### src/rtl/core/mqaa_pkg.sv
`timescale 1ns / 1ps
package mqaa_pkg;

    // result status codes
    typedef enum logic [1:0] {
        ST_OK    = 2'd0,
        ST_FULL  = 2'd1,
        ST_OOM   = 2'd2,
        ST_EMPTY = 2'd3
    } t_status;

    // operation codes of an input transaction
    typedef enum logic {
        OP_ENQ = 1'b0,
        OP_DEQ = 1'b1
    } t_op;

    // register index of queue_capacity
    localparam logic REG_CAP = 1'b0;

    localparam logic [16:0] MAX_ENTRY = 17'd65532;
    localparam logic [31:0] HDR_BYTES = 32'd4;
    localparam logic [31:0] MIN_SPLIT = 32'd8;

    // datapath micro-operations issued by the controller
    typedef enum logic [4:0] {
        A_NONE,
        A_INIT_HDR,
        A_INIT_LNK,
        A_INIT_END,
        A_ACCEPT,
        A_WALK_START,
        A_RD_SIZE,
        A_FIT_SZ,
        A_LOAD_CUR,
        A_MRG_SZ,
        A_MRG_NX,
        A_UNL_CHK,
        A_RELINK,
        A_MRG_WR,
        A_SPLIT1,
        A_SPLIT2,
        A_TAKE_RD,
        A_TAKE_WR,
        A_PUSH,
        A_REFUSE,
        A_OOM,
        A_DQ_SLOT_RD,
        A_DQ_LOADOFF,
        A_DQ_SZ,
        A_DQ_LNK,
        A_DQ_NXT,
        A_DQ_NXR,
        A_FIN
    } t_act;

    // datapath flags seen by the controller
    typedef struct packed {
        logic is_deq;
        logic full;
        logic empty;
        logic too_big;
        logic cur_end;
        logic fits;
        logic nxt_end;
        logic cand;
        logic hit;
        logic split;
        logic out_busy;
    } t_dp_stat;

    // configuration write toward the datapath
    typedef struct packed {
        logic       we;
        logic [7:0] cap;
    } t_cfg_wr;

endpackage

### src/rtl/core/mqaa_ctrl.sv
`timescale 1ns / 1ps
module mqaa_ctrl import mqaa_pkg::*; (
    input  logic     i_clk,
    input  logic     i_rst_n,
    input  logic     i_in_valid,
    input  t_dp_stat i_stat,
    output logic     o_in_ready,
    output t_act     o_act
);

    typedef enum logic [28:0] {
        S_INIT0     = 29'(1) << 0,
        S_INIT1     = 29'(1) << 1,
        S_INIT2     = 29'(1) << 2,
        S_IDLE      = 29'(1) << 3,
        S_CHECK     = 29'(1) << 4,
        S_FIT_START = 29'(1) << 5,
        S_FIT_CHK   = 29'(1) << 6,
        S_FIT_SZ    = 29'(1) << 7,
        S_FIT_LNK   = 29'(1) << 8,
        S_MRG_CHK   = 29'(1) << 9,
        S_MRG_SZ    = 29'(1) << 10,
        S_MRG_NX    = 29'(1) << 11,
        S_MRG_LNK   = 29'(1) << 12,
        S_UNL_START = 29'(1) << 13,
        S_UNL_CHK   = 29'(1) << 14,
        S_UNL_LNK   = 29'(1) << 15,
        S_UNL_HIT   = 29'(1) << 16,
        S_MRG_WR    = 29'(1) << 17,
        S_ALLOC     = 29'(1) << 18,
        S_SPLIT2    = 29'(1) << 19,
        S_TAKE_LNK  = 29'(1) << 20,
        S_TAKE_WR   = 29'(1) << 21,
        S_PUSH      = 29'(1) << 22,
        S_DQ_SLOT   = 29'(1) << 23,
        S_DQ_SZ     = 29'(1) << 24,
        S_DQ_LNK    = 29'(1) << 25,
        S_DQ_NXT    = 29'(1) << 26,
        S_DQ_NXR    = 29'(1) << 27,
        S_FIN       = 29'(1) << 28
    } t_state;

    t_state r_state, n_state;

    always_comb begin
        n_state    = r_state;
        o_act      = A_NONE;
        o_in_ready = 1'b0;
        case (r_state)
            S_INIT0: begin
                o_act   = A_INIT_HDR;
                n_state = S_INIT1;
            end
            S_INIT1: begin
                o_act   = A_INIT_LNK;
                n_state = S_INIT2;
            end
            S_INIT2: begin
                o_act   = A_INIT_END;
                n_state = S_IDLE;
            end
            S_IDLE: begin
                o_in_ready = 1'b1;
                if (i_in_valid) begin
                    o_act   = A_ACCEPT;
                    n_state = S_CHECK;
                end
            end
            S_CHECK: begin
                if (i_stat.is_deq) begin
                    if (i_stat.empty) begin
                        o_act   = A_REFUSE;
                        n_state = S_FIN;
                    end else begin
                        o_act   = A_DQ_SLOT_RD;
                        n_state = S_DQ_SLOT;
                    end
                end else if (i_stat.full) begin
                    o_act   = A_REFUSE;
                    n_state = S_FIN;
                end else if (i_stat.too_big) begin
                    o_act   = A_OOM;
                    n_state = S_FIN;
                end else begin
                    o_act   = A_WALK_START;
                    n_state = S_FIT_CHK;
                end
            end
            S_FIT_START: begin
                o_act   = A_WALK_START;
                n_state = S_FIT_CHK;
            end
            S_FIT_CHK: begin
                if (i_stat.cur_end) begin
                    o_act   = A_WALK_START;
                    n_state = S_MRG_CHK;
                end else begin
                    o_act   = A_RD_SIZE;
                    n_state = S_FIT_SZ;
                end
            end
            S_FIT_SZ: begin
                o_act   = A_FIT_SZ;
                n_state = i_stat.fits ? S_ALLOC : S_FIT_LNK;
            end
            S_FIT_LNK: begin
                o_act   = A_LOAD_CUR;
                n_state = S_FIT_CHK;
            end
            S_MRG_CHK: begin
                if (i_stat.cur_end) begin
                    o_act   = A_OOM;
                    n_state = S_FIN;
                end else begin
                    o_act   = A_RD_SIZE;
                    n_state = S_MRG_SZ;
                end
            end
            S_MRG_SZ: begin
                o_act   = A_MRG_SZ;
                n_state = i_stat.nxt_end ? S_MRG_LNK : S_MRG_NX;
            end
            S_MRG_NX: begin
                o_act   = A_MRG_NX;
                n_state = i_stat.cand ? S_UNL_START : S_MRG_LNK;
            end
            S_MRG_LNK: begin
                o_act   = A_LOAD_CUR;
                n_state = S_MRG_CHK;
            end
            S_UNL_START: begin
                o_act   = A_WALK_START;
                n_state = S_UNL_CHK;
            end
            S_UNL_CHK: begin
                if (i_stat.cur_end) begin
                    n_state = i_stat.is_deq ? S_FIN : S_FIT_START;
                end else begin
                    o_act   = A_UNL_CHK;
                    n_state = i_stat.hit ? S_UNL_HIT : S_UNL_LNK;
                end
            end
            S_UNL_LNK: begin
                o_act   = A_LOAD_CUR;
                n_state = S_UNL_CHK;
            end
            S_UNL_HIT: begin
                o_act   = A_RELINK;
                n_state = S_MRG_WR;
            end
            S_MRG_WR: begin
                o_act   = A_MRG_WR;
                n_state = i_stat.is_deq ? S_FIN : S_FIT_START;
            end
            S_ALLOC: begin
                if (i_stat.split) begin
                    o_act   = A_SPLIT1;
                    n_state = S_SPLIT2;
                end else begin
                    o_act   = A_TAKE_RD;
                    n_state = S_TAKE_LNK;
                end
            end
            S_SPLIT2: begin
                o_act   = A_SPLIT2;
                n_state = S_PUSH;
            end
            S_TAKE_LNK: begin
                o_act   = A_RELINK;
                n_state = S_TAKE_WR;
            end
            S_TAKE_WR: begin
                o_act   = A_TAKE_WR;
                n_state = S_PUSH;
            end
            S_PUSH: begin
                o_act   = A_PUSH;
                n_state = S_FIN;
            end
            S_DQ_SLOT: begin
                o_act   = A_DQ_LOADOFF;
                n_state = S_DQ_SZ;
            end
            S_DQ_SZ: begin
                o_act   = A_DQ_SZ;
                n_state = S_DQ_LNK;
            end
            S_DQ_LNK: begin
                o_act   = A_DQ_LNK;
                n_state = S_DQ_NXT;
            end
            S_DQ_NXT: begin
                o_act   = A_DQ_NXT;
                n_state = i_stat.nxt_end ? S_FIN : S_DQ_NXR;
            end
            S_DQ_NXR: begin
                o_act   = A_DQ_NXR;
                n_state = i_stat.cand ? S_UNL_START : S_FIN;
            end
            S_FIN: begin
                if (!i_stat.out_busy) begin
                    o_act   = A_FIN;
                    n_state = S_IDLE;
                end
            end
            default: n_state = S_IDLE;
        endcase
    end

    always_ff @(posedge i_clk) begin
        if (!i_rst_n) begin
            r_state <= S_INIT0;
        end else begin
            r_state <= n_state;
        end
    end

endmodule
### config.mk
export PLATFORM = sky130hd
export DESIGN_NAME = mqaa_ctrl
export DESIGN_NICKNAME = d
export VERILOG_FILES = /design/src/rtl/core/mqaa_pkg.sv /design/src/rtl/core/mqaa_ctrl.sv
export SDC_FILE = /design/constraint.sdc
export NUM_CORES = 1
export LEC_CHECK = 0
export BUFFER_PORTS_ARGS = -buffer_cell sky130_fd_sc_hd__buf_2
export CAP_MARGIN = 20
export CORE_ASPECT_RATIO = 1.2
export CORE_MARGIN = 2
export CORE_UTILIZATION = 40
export CTS_CLUSTER_DIAMETER = 80
export DETAILED_ROUTE_END_ITERATION = 10
export PLACE_DENSITY = 0.57
export REMOVE_ABC_BUFFERS = 1
export SLEW_MARGIN = 5
export SYNTH_ARGS = -nofsm -noshare
export SYNTH_HDL_FRONTEND = slang
export SYNTH_SLANG_ARGS = --single-unit
export TNS_END_PERCENT = 10
### constraint.sdc
create_clock -name i_clk -period 2.46 [get_ports i_clk]
set_clock_uncertainty 0.2 [all_clocks]
set_input_delay 0.246 -clock i_clk [delete_from_list [all_inputs] [get_ports i_clk]]
set_output_delay 0.246 -clock i_clk [all_outputs]
set_load 0.005 [all_outputs]
==> results_dict.tcl <==
set metrics [dict create \
    powerDensity_mw_per_mm2 404 \
    drcViolationCount 0 \
    drtAntennaViolNets 0 \
    placed_area_mm2 0.00250 \
    path_clk_slew_ns 0.07 \
    synth_xor_area_share_pct 2.16 \
    finalInstanceArea_mm2 0.00272 \
    clock_latency_ns 0.29 \
    io_buffers 19 \
    antenna_found_initial 0 \
    finalSetupViolCount 6 \
    via_count 2200 \
    rows 28 \
    holdWs_ns 0.0323 \
    slew_violations 0 \
    grt_pass1_wl_um 10800 \
    drtPass1Iterations 4 \
    crit_buf_inv 1 \
    syn_to_final_growth_pct 34.1 \
    synth_top_family_by_area "simple AND/OR/NAND/NOR gates" \
    grt_use_total_pct 24.5 \
    grt_max_degree 21 \
    synth_commonest_cells "dfxtp_1 (29), nor2_1 (27), nand4_1 (17)" \
    violations "setup timing" \
    die_y_um 82.1 \
    hp-class "in2reg" \
    yosys.area_share.adder_pct 0 \
    wl_um 6650 \
    die-width_um 69.0 \
    syn-cell-area_mm2 0.00203 \
    path_delay_family "simple AND/OR/NAND/NOR gates" \
    synthCells 241 \
    cts_tree "done" \
    io_pins 20 \
    cts_sinks 29 \
    numCtsBuffers 5 \
    yosys.area_share.simple_pct 53.7 \
    maxCapViolCount 0 \
    fin_ws_ns -0.276 \
    htreeDepth 2 \
    finalHoldViolations 0 \
    fmax_mhz 365 \
    synth-compound-area-share_pct 11.5 \
    regMostFlops "r_state" \
    crit_type "reg2out" \
    diodes 0 \
    fin_crit_sh_pct 111 \
    drtIter0Drc 156 \
    gp_congestion 1.01 \
    synth.most_common_cell "dfxtp_1" \
    yosysTopAreaCellShare_pct 28.6 \
    slowest_stage "or4_4" \
    grt-ovfl-total 0 \
    cp.arrival_ns 2.29 \
    peakVddDrop_mv 0.318 \
    core_mm2 0.00490 \
    grt_pass1_vias 2224 \
    largest_register_ff_count 29 \
    hpwl_um 5230 \
    wl_per_cell_um 17.9 \
    yosysSeqAreaShare_pct 28.6 \
    synth_area_per_cell_um2 8.43 \
    rsz0062_at_grt "true" \
    max-slew-margin-rel_pct 69.6 \
    synth_flop_cell "dfxtp_1" \
    initial_utilization_pct 41.4 \
    synth.area.mux_share_pct 0.493 \
    worst_slew_pin_slew_ns 0.450 \
    cp_slowest_stage_delay_ns 0.57 \
    crit_cells 7 \
    leakage_nw 1.22 \
    ys_warn_count 0 \
    vias_per_cell 5.93 \
    cp-end-kind "output pin" \
    fp.dieArea_mm2 0.00567 \
    path_cells "or4_4, nor4b_4, and4bb_1, a41o_1, a311oi_1, nand3_1, buf_2" \
    fin_nets 324 \
    reg2reg_depth 7 \
    cts-root-buf "clkbuf_8" \
    yosys.area.top_type "dfxtp_1" \
    cts_max_path_buffers 2 \
    yosys.cell_types.count 57 \
    synthArstFlopShare_pct 0 \
    worstPathRequired_ns 2.01 \
    drive_above_1_share_pct 35.7 \
    synth.area.top_cells "dfxtp_1 (29%), nor4_4 (7.3%), nand4_1 (5.2%)" \
    worstSetupStartpointType "register" \
    hold_path_depth 2 \
    ys_ff_latch 29 \
    synth_edf_count 0 \
    critPathMaxFanout 5 \
    reg_top3 "r_state (29)" \
    min_period_ns 2.74 \
    status "finished with violations" \
]
## power breakdown
group | leakage [nW] | switching (mW) | total [mW] | internal, mW
clock | 0.0542 | 0.195 | 0.448 | 0.253
sequential | 0.237 | 0.00882 | 0.484 | 0.475
combinational | 0.926 | 0.0934 | 0.168 | 0.0742
## metal layers
layer | track usage, % | vias up | share of wire (%)
met3 | 5.03 | 16 | 5.2
met1 | 28.8 | 1049 | 43
met2 | 43.8 | 68 | 49
met5 | 0 | - | 0
li1 | - | 1067 | -
met4 | 10.2 | 0 | 3.1
## repair_timing
item,4_1_cts,5_1_grt
hold buffers,5,0
setup endpoints to repair,6,8
pin swaps,4,4
cloned,0,0
endpoints found under the hold margin,5,0
gates resized for setup,9,9
setup buffers,1,0
## area by class of cell
class	count	area, µm²
Clock buffer	7	96.3
Clock inverter	1	5.00
Fill cell	473	2180
Inverter	7	26.3
Multi-Input combinational cell	196	1430
Sequential cell	29	587
Tap cell	60	75.1
Timing Repair Buffer	71	502
## cells by family after synthesis
kind of cell / after synthesis
XOR/XNOR: 5
AND/OR/NAND/NOR: 157
flip-flops: 29
buffers and inverters: 16
AO/OA/AOI/OAI: 33
multiplexers: 1
## placed cells by master (no fill, tap or decap), drive strengths merged, types with 3 or more instances in the layout
cell type,instances
nor2b,10
nor3,18
o22ai,4
and2,5
dfxtp,29
or4b,3
and3,7
nand3,11
xor2,3
clkbuf,7
dlygate4sd3,5
a21oi,11
inv,6
nor4b,9
nand2,13
buf,66
nor2,27
nand4,18
or3,3
nand2b,4
nor4,16
## stage by stage
stage	power (mW)	util (%)	setup WS (ns)	TNS (ns)	cells
floorplan	0.572	-	-0.0944	-0.127	232
global placement	0.648	50.9	-0.0263	-0.0520	357
detailed placement	0.648	50.9	-0.0381	-0.0594	357
CTS	1.09	54.9	-0.276	-1.19	371
global route	1.13	55.5	-0.395	-2.09	371
finish	1.10	55.5	-0.276	-1.27	371
## worst paths after layout
| path | from | slack, ns | endpoint |
|---|---|---|---|
| min | i_stat[10] | 0.03 | r_state[5] |
| max reg2reg | r_state[19] | 0.12 | r_state[28] |
| max | r_state[17] | -0.28 | o_act[0] |
| min reg2reg | r_state[17] | 0.45 | r_state[17] |
No activity file was read; power rests on OpenSTA's default activity.
